## config.mk

```make
export PLATFORM = sky130hd
export DESIGN_NAME = multi_slot_tick_timer_top
export DESIGN_NICKNAME = d
export VERILOG_FILES = /design/src/hw/rtl/mstt_pkg.sv /design/src/hw/rtl/mstt_ram.sv /design/src/hw/rtl/multi_slot_tick_timer_top.sv
export VERILOG_INCLUDE_DIRS = /design/src /design/src/hw/rtl
export SDC_FILE = /design/constraint.sdc
export NUM_CORES = 2
export LEC_CHECK = 0
export BUFFER_PORTS_ARGS = -buffer_cell sky130_fd_sc_hd__buf_2
export CAP_MARGIN = 20
export CORE_MARGIN = 5
export CORE_UTILIZATION = 50
export CTS_CLUSTER_DIAMETER = 120
export DETAILED_ROUTE_END_ITERATION = 7
export HOLD_SLACK_MARGIN = 0.1
export PLACE_DENSITY = 0.68
export SLEW_MARGIN = 20
export SYNTH_ARGS = -nofsm -noshare
export SYNTH_HDL_FRONTEND = slang
export SYNTH_HIERARCHICAL = 1
export SYNTH_SLANG_ARGS = --single-unit
```

## constraint.sdc

```tcl
create_clock -name clk -period 7.59 [get_ports clk]
set_clock_uncertainty 0.15 [all_clocks]
set_input_delay 0.759 -clock clk [delete_from_list [all_inputs] [get_ports clk]]
set_output_delay 0.759 -clock clk [all_outputs]
set_load 0.05 [all_outputs]
```

## src/hw/rtl/multi_slot_tick_timer_top_defines.svh

```systemverilog
// ============================================================================
// Assertion macros for the multi-slot tick timer
// Shared helpers that wrap concurrent assertions on clk with reset disable.
// ============================================================================
`ifndef MULTI_SLOT_TICK_TIMER_TOP_DEFINES_SVH
`define MULTI_SLOT_TICK_TIMER_TOP_DEFINES_SVH

// Condition that must hold at every clock edge out of reset.
`define MSTT_ASSERT_ALWAYS(label, cond, msg) \
    label: assert property (@(posedge clk) disable iff (!rst_n) (cond)) \
        else $error(msg);

// Consequence that must hold in the cycle after the trigger.
`define MSTT_ASSERT_NEXT(label, ante, cons, msg) \
    label: assert property (@(posedge clk) disable iff (!rst_n) (ante) |=> (cons)) \
        else $error(msg);

`endif

```

## src/hw/rtl/mstt_pkg.sv

```systemverilog
// ============================================================================
// Multi-slot tick timer package
// Command codes and the per-slot flag layout.
// ============================================================================
`timescale 1ns / 1ps

package mstt_pkg;

    typedef enum logic [2:0] {
        KIND_TICK       = 3'd0,
        KIND_APPEND     = 3'd1,
        KIND_FREE       = 3'd2,
        KIND_SET_ACTIVE = 3'd3,
        KIND_SET_VALUE  = 3'd4
    } kind_t;

    typedef struct packed {
        logic one_shot;
        logic count_up;
        logic active;
    } slot_flags_t;

endpackage

```

## src/hw/rtl/mstt_ram.sv

```systemverilog
// ============================================================================
// Generic simple dual-port RAM
// One write port and one read port with a registered read.
// ============================================================================
`timescale 1ns / 1ps

module mstt_ram #(
    parameter int WIDTH = 32,
    parameter int DEPTH = 32
) (
    input  logic                                   clk,
    input  logic                                   we,
    input  logic [((DEPTH > 1) ? $clog2(DEPTH) : 1)-1:0] waddr,
    input  logic [WIDTH-1:0]                       wdata,
    input  logic [((DEPTH > 1) ? $clog2(DEPTH) : 1)-1:0] raddr,
    output logic [WIDTH-1:0]                       rdata
);

    logic [WIDTH-1:0] mem_reg [DEPTH];
    logic [WIDTH-1:0] rdata_reg;

    always_ff @(posedge clk)
    begin
        if (we)
        begin
            mem_reg[waddr] <= wdata;
        end
        rdata_reg <= mem_reg[raddr];
    end

    assign rdata = rdata_reg;

endmodule

```

## src/hw/rtl/multi_slot_tick_timer_top.sv

```systemverilog
// ============================================================================
// Multi-slot tick timer
// A table of timer slots stepped by tick items, managed by command items.
// ============================================================================
// Usage:
// The input channel (in_valid / in_stall) carries one command item: tick,
// append, free, set active or set value. The output channel (out_valid /
// out_stall) returns exactly one result item per command item.
// Counts and reload values live in two memories indexed by slot; flags, the
// free mask and the active total live in flip-flops.
// Append, free, set active and set value complete at once: the result is
// registered at the accepting edge and shows on the next cycle.
// A tick walks every slot through the memories, reading one slot per cycle
// and writing it back in the next cycle, once the registered reads of the
// count and reload memories have returned it; the result follows the walk.
// No new item is accepted during a tick walk, or while the result register
// holds an item that the receiver stalls; a stall simply holds the result.
// Reset frees every slot, clears all flags and the active total. The count
// and reload memories are not cleared; append writes both before use.
// ============================================================================
`timescale 1ns / 1ps

`include "multi_slot_tick_timer_top_defines.svh"

module multi_slot_tick_timer_top #(
    parameter int NUM_SLOTS   = 32,
    parameter int COUNT_WIDTH = 32
) (
    input  logic        clk,
    input  logic        rst_n,
    input  logic        in_valid,
    output logic        in_stall,
    input  logic [2:0]  kind,
    input  logic [4:0]  slot,
    input  logic        active,
    input  logic        count_up,
    input  logic        one_shot,
    input  logic [31:0] value,
    input  logic [31:0] reload,
    output logic        out_valid,
    input  logic        out_stall,
    output logic [31:0] expired_mask,
    output logic [4:0]  slot_index,
    output logic        append_ok,
    output logic [5:0]  active_count
);

    localparam int IDX_W = (NUM_SLOTS > 1) ? $clog2(NUM_SLOTS) : 1;
    localparam int SEQ_W = $clog2(NUM_SLOTS + 1);
    localparam int ACT_W = $clog2(NUM_SLOTS + 1);

    typedef enum logic [0:0] {
        ST_IDLE,
        ST_TICK
    } state_t;

    state_t                state_reg, state_next;
    logic [SEQ_W-1:0]      rd_cnt_reg, rd_cnt_next;
    logic                  pend_vld_reg, pend_vld_next;
    logic [IDX_W-1:0]      pend_idx_reg, pend_idx_next;
    logic [NUM_SLOTS-1:0]  mask_reg, mask_next;
    mstt_pkg::slot_flags_t flags_reg [NUM_SLOTS];
    mstt_pkg::slot_flags_t flags_next [NUM_SLOTS];
    logic [NUM_SLOTS-1:0]  free_reg, free_next;
    logic [ACT_W-1:0]      act_total_reg, act_total_next;

    logic                  out_valid_reg, out_valid_next;
    logic [31:0]           expired_mask_reg, expired_mask_next;
    logic [4:0]            slot_index_reg, slot_index_next;
    logic                  append_ok_reg, append_ok_next;
    logic [5:0]            active_count_reg, active_count_next;

    logic                  cnt_we, rel_we;
    logic [IDX_W-1:0]      ram_waddr, ram_raddr;
    logic [COUNT_WIDTH-1:0] cnt_wdata, rel_wdata, cnt_rdata, rel_rdata;

    logic                  accept;
    logic [COUNT_WIDTH-1:0] val_c, rel_c;
    logic                  slot_ok;
    logic [IDX_W-1:0]      slot_idx;
    logic                  free_found;
    logic [IDX_W-1:0]      free_idx;

    mstt_pkg::slot_flags_t cur_flags;
    logic                  step;
    logic                  hit;
    logic [COUNT_WIDTH-1:0] cnt_inc, cnt_new;
    logic                  act_old, act_new;
    logic                  load_out;
    logic [NUM_SLOTS-1:0]  active_vec;

    assign in_stall = (state_reg != ST_IDLE) || (out_valid_reg && out_stall);
    assign accept   = in_valid && !in_stall;
    assign val_c    = COUNT_WIDTH'(value);
    assign rel_c    = COUNT_WIDTH'(reload);
    assign slot_ok  = ({1'b0, slot} < 6'(NUM_SLOTS));
    assign slot_idx = slot[IDX_W-1:0];
    assign ram_raddr = rd_cnt_reg[IDX_W-1:0];

    // Lowest free slot wins.
    always_comb
    begin
        free_found = 1'b0;
        free_idx   = '0;
        for (int i = NUM_SLOTS - 1; i >= 0; i--)
        begin
            if (free_reg[i])
            begin
                free_found = 1'b1;
                free_idx   = IDX_W'(i);
            end
        end
    end

    always_comb
    begin
        for (int i = 0; i < NUM_SLOTS; i++)
        begin
            active_vec[i] = flags_reg[i].active;
        end
    end

    // Second stage of the tick walk: the slot read last cycle is stepped.
    assign cur_flags = flags_reg[pend_idx_reg];
    assign step      = pend_vld_reg && !free_reg[pend_idx_reg] && cur_flags.active;
    assign cnt_inc   = cnt_rdata + 1'b1;

    always_comb
    begin
        if (cur_flags.count_up)
        begin
            // A count at or above its reload is not stepped; it fires only when equal.
            if (cnt_rdata < rel_rdata)
            begin
                hit     = (cnt_inc == rel_rdata);
                cnt_new = hit ? '0 : cnt_inc;
            end
            else
            begin
                hit     = (cnt_rdata == rel_rdata);
                cnt_new = hit ? '0 : cnt_rdata;
            end
        end
        else
        begin
            hit     = (cnt_rdata[COUNT_WIDTH-1:1] == '0);
            cnt_new = hit ? rel_rdata : (cnt_rdata - 1'b1);
        end
    end

    always_comb
    begin
        state_next        = state_reg;
        rd_cnt_next       = rd_cnt_reg;
        pend_vld_next     = pend_vld_reg;
        pend_idx_next     = pend_idx_reg;
        mask_next         = mask_reg;
        flags_next        = flags_reg;
        free_next         = free_reg;
        out_valid_next    = out_valid_reg;
        expired_mask_next = expired_mask_reg;
        slot_index_next   = slot_index_reg;
        append_ok_next    = append_ok_reg;
        active_count_next = active_count_reg;
        cnt_we            = 1'b0;
        rel_we            = 1'b0;
        ram_waddr         = pend_idx_reg;
        cnt_wdata         = cnt_new;
        rel_wdata         = rel_c;
        act_old           = 1'b0;
        act_new           = 1'b0;
        load_out          = 1'b0;

        if (out_valid_reg && !out_stall)
        begin
            out_valid_next = 1'b0;
        end

        unique case (state_reg)
            ST_IDLE:
            begin
                if (accept)
                begin
                    expired_mask_next = '0;
                    slot_index_next   = '0;
                    append_ok_next    = 1'b0;
                    load_out          = 1'b1;
                    unique case (kind)
                        mstt_pkg::KIND_TICK:
                        begin
                            load_out      = 1'b0;
                            state_next    = ST_TICK;
                            rd_cnt_next   = '0;
                            pend_vld_next = 1'b0;
                            mask_next     = '0;
                        end
                        mstt_pkg::KIND_APPEND:
                        begin
                            if (free_found)
                            begin
                                cnt_we    = 1'b1;
                                rel_we    = 1'b1;
                                ram_waddr = free_idx;
                                cnt_wdata = val_c;
                                rel_wdata = rel_c;
                                act_old   = flags_reg[free_idx].active;
                                act_new   = active;
                                flags_next[free_idx] = '{one_shot: one_shot,
                                                         count_up: count_up,
                                                         active:   active};
                                free_next[free_idx] = 1'b0;
                                slot_index_next     = 5'(free_idx);
                                append_ok_next      = 1'b1;
                            end
                        end
                        mstt_pkg::KIND_FREE:
                        begin
                            if (slot_ok)
                            begin
                                free_next[slot_idx]         = 1'b1;
                                act_old                     = flags_reg[slot_idx].active;
                                flags_next[slot_idx].active = 1'b0;
                            end
                        end
                        mstt_pkg::KIND_SET_ACTIVE:
                        begin
                            if (slot_ok)
                            begin
                                act_old                     = flags_reg[slot_idx].active;
                                act_new                     = active;
                                flags_next[slot_idx].active = active;
                            end
                        end
                        mstt_pkg::KIND_SET_VALUE:
                        begin
                            if (slot_ok)
                            begin
                                ram_waddr = slot_idx;
                                cnt_we    = 1'b1;
                                // An up-counter takes the value as its new reload.
                                if (flags_reg[slot_idx].count_up)
                                begin
                                    rel_we    = 1'b1;
                                    rel_wdata = val_c;
                                    cnt_wdata = '0;
                                end
                                else
                                begin
                                    cnt_wdata = val_c;
                                end
                                act_old                     = flags_reg[slot_idx].active;
                                act_new                     = active;
                                flags_next[slot_idx].active = active;
                            end
                        end
                        default:
                        begin
                        end
                    endcase
                end
            end
            ST_TICK:
            begin
                if (step)
                begin
                    cnt_we    = 1'b1;
                    ram_waddr = pend_idx_reg;
                    cnt_wdata = cnt_new;
                    if (hit)
                    begin
                        mask_next[pend_idx_reg] = 1'b1;
                        if (cur_flags.one_shot)
                        begin
                            free_next[pend_idx_reg]         = 1'b1;
                            flags_next[pend_idx_reg].active = 1'b0;
                            act_old                         = 1'b1;
                        end
                    end
                end
                if (rd_cnt_reg < SEQ_W'(NUM_SLOTS))
                begin
                    pend_vld_next = 1'b1;
                    pend_idx_next = rd_cnt_reg[IDX_W-1:0];
                    rd_cnt_next   = rd_cnt_reg + 1'b1;
                end
                else
                begin
                    pend_vld_next     = 1'b0;
                    state_next        = ST_IDLE;
                    load_out          = 1'b1;
                    expired_mask_next = 32'(mask_next);
                    slot_index_next   = '0;
                    append_ok_next    = 1'b0;
                end
            end
            default:
            begin
                state_next = ST_IDLE;
            end
        endcase

        act_total_next = act_total_reg + ACT_W'(act_new) - ACT_W'(act_old);
        if (load_out)
        begin
            out_valid_next    = 1'b1;
            active_count_next = 6'(act_total_next);
        end
    end

    always_ff @(posedge clk or negedge rst_n)
    begin
        if (!rst_n)
        begin
            state_reg        <= ST_IDLE;
            rd_cnt_reg       <= '0;
            pend_vld_reg     <= 1'b0;
            pend_idx_reg     <= '0;
            mask_reg         <= '0;
            for (int i = 0; i < NUM_SLOTS; i++)
            begin
                flags_reg[i] <= '0;
            end
            free_reg         <= '1;
            act_total_reg    <= '0;
            out_valid_reg    <= 1'b0;
            expired_mask_reg <= '0;
            slot_index_reg   <= '0;
            append_ok_reg    <= 1'b0;
            active_count_reg <= '0;
        end
        else
        begin
            state_reg        <= state_next;
            rd_cnt_reg       <= rd_cnt_next;
            pend_vld_reg     <= pend_vld_next;
            pend_idx_reg     <= pend_idx_next;
            mask_reg         <= mask_next;
            flags_reg        <= flags_next;
            free_reg         <= free_next;
            act_total_reg    <= act_total_next;
            out_valid_reg    <= out_valid_next;
            expired_mask_reg <= expired_mask_next;
            slot_index_reg   <= slot_index_next;
            append_ok_reg    <= append_ok_next;
            active_count_reg <= active_count_next;
        end
    end

    mstt_ram #(
        .WIDTH (COUNT_WIDTH),
        .DEPTH (NUM_SLOTS)
    ) u_count_ram (
        .clk   (clk),
        .we    (cnt_we),
        .waddr (ram_waddr),
        .wdata (cnt_wdata),
        .raddr (ram_raddr),
        .rdata (cnt_rdata)
    );

    mstt_ram #(
        .WIDTH (COUNT_WIDTH),
        .DEPTH (NUM_SLOTS)
    ) u_reload_ram (
        .clk   (clk),
        .we    (rel_we),
        .waddr (ram_waddr),
        .wdata (rel_wdata),
        .raddr (ram_raddr),
        .rdata (rel_rdata)
    );

    assign out_valid    = out_valid_reg;
    assign expired_mask = expired_mask_reg;
    assign slot_index   = slot_index_reg;
    assign append_ok    = append_ok_reg;
    assign active_count = active_count_reg;

    `MSTT_ASSERT_ALWAYS(a_active_total,
        $countones(active_vec) == int'(act_total_reg),
        "active total out of step with the active flags")
    `MSTT_ASSERT_NEXT(a_tick_result,
        (state_reg == ST_TICK) && (rd_cnt_reg == SEQ_W'(NUM_SLOTS)),
        out_valid_reg && (state_reg == ST_IDLE),
        "tick walk ended without a result")
    `MSTT_ASSERT_NEXT(a_one_shot_freed,
        step && hit && cur_flags.one_shot,
        free_reg[$past(pend_idx_reg)] && !flags_reg[$past(pend_idx_reg)].active,
        "expired one-shot slot not released")

endmodule

```

### Word level (Yosys, flattened, before mapping)

Memory sizes are Yosys's and may differ from the RTL's. A register that Yosys moved wholly into a read port is not among the register bits.
Cells that the tools add are included.
Widths: inputs -> output; s select.

* bitwise operators: 9
* equality and inequality tests: 16
* muxes and demuxes: 183
* add/subtract/negate cells: 5
* magnitude comparators: 14
* reductions and logical operators: 26

Operators by type and width (number)
* $mux 32: 23
* $mux 96: 5
* $bwmux 96: 4
* $pmux 32 s2: 6
* $pmux 96 s3: 1
* $pmux 96 s2: 1
* $mux 5: 38
* $or 32x32->32: 3
* $mux 1: 73
* $eq 32x32->1: 2
* $bmux 3 s5: 3
* $demux 3 s5: 3
* $add 32x1->32 const B: 1
* $and 32x32->32: 1
* $lt 32x32->1: 1
* $not 32->32: 1
* $sub 32x1->32 const B: 1
* $logic_not 31->1: 1
* $pmux 5 s2: 3
* $pmux 1 s2: 10
* $ge 6x6->1 const B: 3
* $lt 5x6->1 const B: 3
* $lt 6x1->1 const B: 3
* $mux 6: 3
* other kinds (30): 60

* logic and storage cells: 363
* output and inout bits: 46
* bits in registers: 224
* RAM bits: 2048
* input port bits: 79
* memories: 2

Memories
* u_count_ram.mem_reg: depth 32, width 32, rd ports 1, clocked after memory_dff 1, wr ports 1, RTL line mstt_ram.sv:19 `logic [WIDTH-1:0] mem_reg [DEPTH];`
* u_reload_ram.mem_reg: depth 32, width 32, rd ports 1, clocked after memory_dff 1, wr ports 1, RTL line mstt_ram.sv:19

### Longest topological paths before layout

* word-level depth: 42
* mapped depth: 23
* depth with buffers taken out: 20

### Hierarchy

Netlist, hierarchy kept.

By module, submodules not included
* mstt_ram at u_reload_ram: instances 1, area an instance 40492.6 sq um, cells an instance 2260, seq. area each 31390.1 sq um
* mstt_ram at u_count_ram: instances 1, area an instance 40487.6 sq um, cells an instance 2260, seq. area each 31390.1 sq um
* multi_slot_tick_timer_top: instances 1, area an instance 18360.1 sq um, cells an instance 2269, seq. area each 5645.4 sq um

### Worst setup path after synthesis

OpenSTA, ideal clock, no wires.

* kind: reg-to-reg
* start: reg free_reg[25]
* end: mem u_count_ram.mem_reg[4][0], enable pin
* setup time: 421 ps
* stages on the path, launching flop included: 12
* setup slack: 2209 ps
* path buffers: 2
* arrival: 4810 ps
* required time: 7019 ps
* period minus slack after synthesis: 5381 ps
* cells stage by stage: dfstp_2 clkbuf_1 or4_1 o21ai_0 a21boi_0 o21ai_0 and2_0 clkbuf_1 a22oi_1 o21ai_0 or3b_2 nor2_1

* elaborated cells between the ends (all ways): 68
* classes of those cells: 65 x mux; 3 x reduce/logical

RTL lines
* start: declaration: RTL line multi_slot_tick_timer_top.sv:64 `logic [NUM_SLOTS-1:0] free_reg, free_next;`
* start signal: assignment: RTL line multi_slot_tick_timer_top.sv:339 `free_reg <= free_next;`
* $mux 5 / $mux 1 (equally long branches) (26 in series): RTL line multi_slot_tick_timer_top.sv:107 `if (free_reg[i])`
* $mux 5 *: RTL line multi_slot_tick_timer_top.sv:199 `if (free_found)`
* $pmux 5 s2 *: RTL line multi_slot_tick_timer_top.sv:188 `unique case (kind)`
* $mux 5 *: RTL line multi_slot_tick_timer_top.sv:182 `if (accept)`
* $pmux 5 s2 *: RTL line multi_slot_tick_timer_top.sv:179 `unique case (state_reg)`
* net ram_waddr[2]: RTL line multi_slot_tick_timer_top.sv:74 `logic [IDX_W-1:0] ram_waddr, ram_raddr;`
* end: declaration: RTL line mstt_ram.sv:19

Mark *: on every way through the listed nets, which the timed path passes. The rest lies on a longest branch. The select of a mux whose other input is x is not followed.

### Final worst setup path

* start: reg u_count_ram.rdata_reg[0], in the netlist u_count_ram/rdata[0] (read register of u_count_ram.mem_reg)
* end: reg active_count_reg[5], in the netlist active_count[5]

* cells in the longest elaborated chain, start to end: 8
* elaborated cells between the ends (all ways): 10
* classes of those cells: 2 x add/sub; 1 x order compare; 2 x eq/ne; 5 x mux

RTL lines
* start: declaration: RTL line mstt_ram.sv:20 `logic [WIDTH-1:0] rdata_reg;`
* $add 32x1->32: RTL line multi_slot_tick_timer_top.sv:126 `assign cnt_inc = cnt_rdata + 1'b1;`
* $eq 32x32->1: RTL line multi_slot_tick_timer_top.sv:135 `hit = (cnt_inc == rel_rdata);`
* $mux 1 *: RTL line multi_slot_tick_timer_top.sv:133 `if (cnt_rdata < rel_rdata)`
* $mux 1 *: RTL line multi_slot_tick_timer_top.sv:130 `if (cur_flags.count_up)`
* $mux 1 *: RTL line multi_slot_tick_timer_top.sv:269 `if (hit)`
* $mux 1 *: RTL line multi_slot_tick_timer_top.sv:264 `if (step)`
* $pmux 1 s2 *: RTL line multi_slot_tick_timer_top.sv:179
* $sub 6x1->6 *: RTL line multi_slot_tick_timer_top.sv:302 `act_total_next = act_total_reg + ACT_W'(act_new) - ACT_W'(act_old);`
* net act_total_next[5]: RTL line multi_slot_tick_timer_top.sv:65 `logic [ACT_W-1:0] act_total_reg, act_total_next;`
* end signal: assignment: RTL line multi_slot_tick_timer_top.sv:345 `active_count_reg <= active_count_next;`
* end: declaration: RTL line multi_slot_tick_timer_top.sv:71 `logic [5:0] active_count_reg, active_count_next;`

Mark *: on every way through the listed nets, which the timed path passes. The rest lies on a longest branch.
A chain may end at the register's enable or synchronous reset.

==> results.sh <==
export IMPL_routed_wl_um=291000
export IMPL_hold_viol=0
export IMPL_status="complete, no violations"
export IMPL_grt_max_degree=127
export IMPL_p_leak_nw=38.5
export IMPL_vias=61300
export IMPL_holdWs_ns=0.333
export IMPL_clock_sinks=2336
export IMPL_drc=0
export IMPL_yosysMostFrequentCell="edfxtp_1"
export IMPL_drive_above_1_share=0.139
export IMPL_powerDensity_mw_per_mm2=409
export IMPL_arrival_ns=6.60
export IMPL_path_cells="ha_1 -> and3_1 -> nand3_2 -> or4_1 -> o2bb2ai_1 -> nor4_1 -> nand4_1 -> o31ai_2 -> a31oi_1 -> o211ai_1 -> ha_1 -> inv_1 -> ha_1 -> a21o_1 -> a21oi_1 -> o21bai_1 -> a21oi_1 -> xnor2_1 -> mux2_2"
export IMPL_yosys_area_top_type_share=0.619
export IMPL_grt_remaining_overflow=0
export IMPL_ys_warn_count=6
export IMPL_htree_levels=4
export IMPL_cts_hold_buf=2
export IMPL_initial_core_util=0.503
export IMPL_cts_root_buf="clkbuf_16"
export IMPL_synth_area_leaders="edfxtp_1, mux2i_1, dfrtp_1, a21oi_1, nand2_1"
export IMPL_cp_max_fo=9
export IMPL_min_path_type="reg2reg"
export IMPL_cts_buffer_depth=3
export IMPL_clock_latency_ns=0.88
export IMPL_synth_cells=6789
export IMPL_path_clk_slew_ns=0.06
export IMPL_dpl_hpwl_um=177000
export IMPL_grt_pass1_wl_um=421000
export IMPL_crit_top_cell="ha_1"
export IMPL_path_class="reg2reg"
export IMPL_fin_crit_sh=0.793
export IMPL_rows=163
export IMPL_grt_pass1_vias=60100
export IMPL_synth_common_cells="edfxtp_1, mux2i_1, nand2_1, a21oi_1, nor2_1"
export IMPL_worst_pin_slew_ns=1.28
export IMPL_cts_setup_buffers=0
export IMPL_utilization=0.564
export IMPL_dieArea_mm2=0.208
export IMPL_multi_input_area_mm2=0.0289
export IMPL_peakVddDrop_mv=0.366
export IMPL_ys_ff_latch=2336
export IMPL_synth_area_mm2=0.0993
export IMPL_die_w_um=456
export IMPL_firstDrtPassIters=6
export IMPL_cts_made_buffers=230
export IMPL_io_pins=125
export IMPL_critPathRequiredTime_ns=8.17
export IMPL_synth_cell_types=86
export IMPL_synth_top_flop_cell="edfxtp_1"
export IMPL_place_congestion=0.935
export IMPL_final_seq_area_mm2=0.0684
export IMPL_crit_path_start_kind="flop"
export IMPL_rsz0062_at_grt="false"
export IMPL_crit_path_end_kind="flop"
export IMPL_nets=7023
export IMPL_die_y_um=456
export IMPL_synth_fp_nets=6910
export IMPL_wl_per_cell_um=29.8
export IMPL_fill_cells=15600
export IMPL_maxCapViolations=0
export IMPL_slew_violations=0
export IMPL_first_iter_violations=6560
export IMPL_timing_setup_tns_ns=0
export IMPL_cp_slowest_cell="or4_1"
export IMPL_cp_top_family="simple AND/OR/NAND/NOR gates"
export IMPL_relSlewSlack=0.137
export IMPL_antenna_found_initial=11
export IMPL_portBuffers=124
export IMPL_max_stage_delay_ns=0.58
export IMPL_max_freq_mhz=166
export IMPL_ant_nets=0
export IMPL_grtUsageTotal=0.272
export IMPL_area_growth_pct=12.0
export IMPL_setup_viol_count_final=0
export IMPL_period_needed_ns=6.02
export IMPL_ys_seq_area_frac=0.689
export IMPL_synth_top_area_cell="edfxtp_1"
export IMPL_synth_area_per_cell_um2=14.6
export IMPL_timing_critical_path_buf_inv=1
export IMPL_cts_resized=0
export IMPL_via_per_inst=6.29
export IMPL_synth_edf_count=2048
export IMPL_total_power_w=0.0455
export IMPL_coreArea_mm2=0.197
export IMPL_synth_async_reset_ratio=0.0959
export IMPL_tritoncts="yes"
[cells in the final DEF, fill, tap and decap left out, drive strengths merged, types with 23 or more instances in the layout]
master	count
ha	41
dfxtp	64
dfstp	32
a21oi	372
mux4	34
mux2	105
o21a	25
nand2	426
a211oi	35
a31oi	88
nand3	262
inv	114
nand4	33
o21ai	155
or3	24
a22o	158
bufinv	24
clkbuf	288
nor4	43
edfxtp	2048
o22ai	45
nand3b	23
nor3	133
nor2	275
dfrtp	192
a22oi	207
xnor2	48
o211ai	26
mux2i	1032
clkinv	98
buf	331
xor2	31
[kinds of logic (layout without fill, tap and decap cells)]
family	Yosys count	in the layout	share of synthesized area
AOI/OAI and AO/OA	1257	1257	0.0840
xor gates and xnor gates	79	79	0.00697
adders and majority gates	42	42	0.00537
buffers and inverters	554	866	0.0272
DFF	2336	2336	0.689
muxes	1171	1171	0.124
other	0	7	0
and+or+nand+nor	1350	1350	0.0640
[final cells by class]
class,count,share of cell area
Sequential cell,2336,0.615
Inverter,102,0.00344
Tap cell,2640,0.0297
Timing Repair Buffer,333,0.0228
Clock buffer,288,0.0549
Multi-Input combinational cell,3899,0.259
Antenna cell,7,0.000157
Clock inverter,143,0.0145
[metrics by stage]
step	setup WS, ns	std cells	cell area [µm²]
2_1_floorplan	2.21	6789	99300
4_1_cts	1.63	9740	111000
5_1_grt	1.23	9742	111000
6_report	1.57	9748	111000
3_3_place_gp	1.55	9306	103000
3_5_place_dp	1.67	9307	103000
[worst paths after layout]
check                      cells after the start  slack, ns                           to                          from
setup reg to reg                              19       1.57  active_count[5]$_DFFE_PN0P_  u_count_ram/rdata[0]$_DFF_P_
hold / removal                                 2       0.33     mask_reg[16]$_DFFE_PN0P_      mask_reg[16]$_DFFE_PN0P_
hold reg to reg                                2       0.33     mask_reg[16]$_DFFE_PN0P_      mask_reg[16]$_DFFE_PN0P_
max in group asynchronous                      3       5.61    rd_cnt_reg[0]$_DFFE_PN0P_                         rst_n
setup / recovery                              19       1.57  active_count[5]$_DFFE_PN0P_  u_count_ram/rdata[0]$_DFF_P_
min in group asynchronous                      2       0.37  expired_mask[2]$_DFFE_PN0P_                         rst_n
[worst register-to-register path: stages (launching register included)]
cell and delay, ns:
dfxtp_1 0.57, ha_1 0.36, and3_1 0.45, nand3_2 0.30, or4_1 0.58, o2bb2ai_1 0.17, nor4_1 0.44, nand4_1 0.34
o31ai_2 0.51, a31oi_1 0.08, o211ai_1 0.27, ha_1 0.24, inv_1 0.07, ha_1 0.28, a21o_1 0.18, a21oi_1 0.23
o21bai_1 0.10, a21oi_1 0.19, xnor2_1 0.11, mux2_2 0.27
[report_power, final]
group,switching (W),internal (W)
Combinational,0.0109,0.00449
Sequential,0.00101,0.0175
Clock,0.00498,0.00656
Total,0.0169,0.0286
[per-layer routing]
| metal | up-vias | global-route usage | share of wire |
|---|---|---|---|
| met1 | 31300 | 0.377 | 0.41 |
| met4 | 2 | 0.0926 | 0.037 |
| li1 | 26600 | - | - |
| met5 | - | 0 | 0.000031 |
| met2 | 2881 | 0.439 | 0.47 |
| met3 | 550 | 0.0495 | 0.081 |
Power figures use the tool's default switching activity.
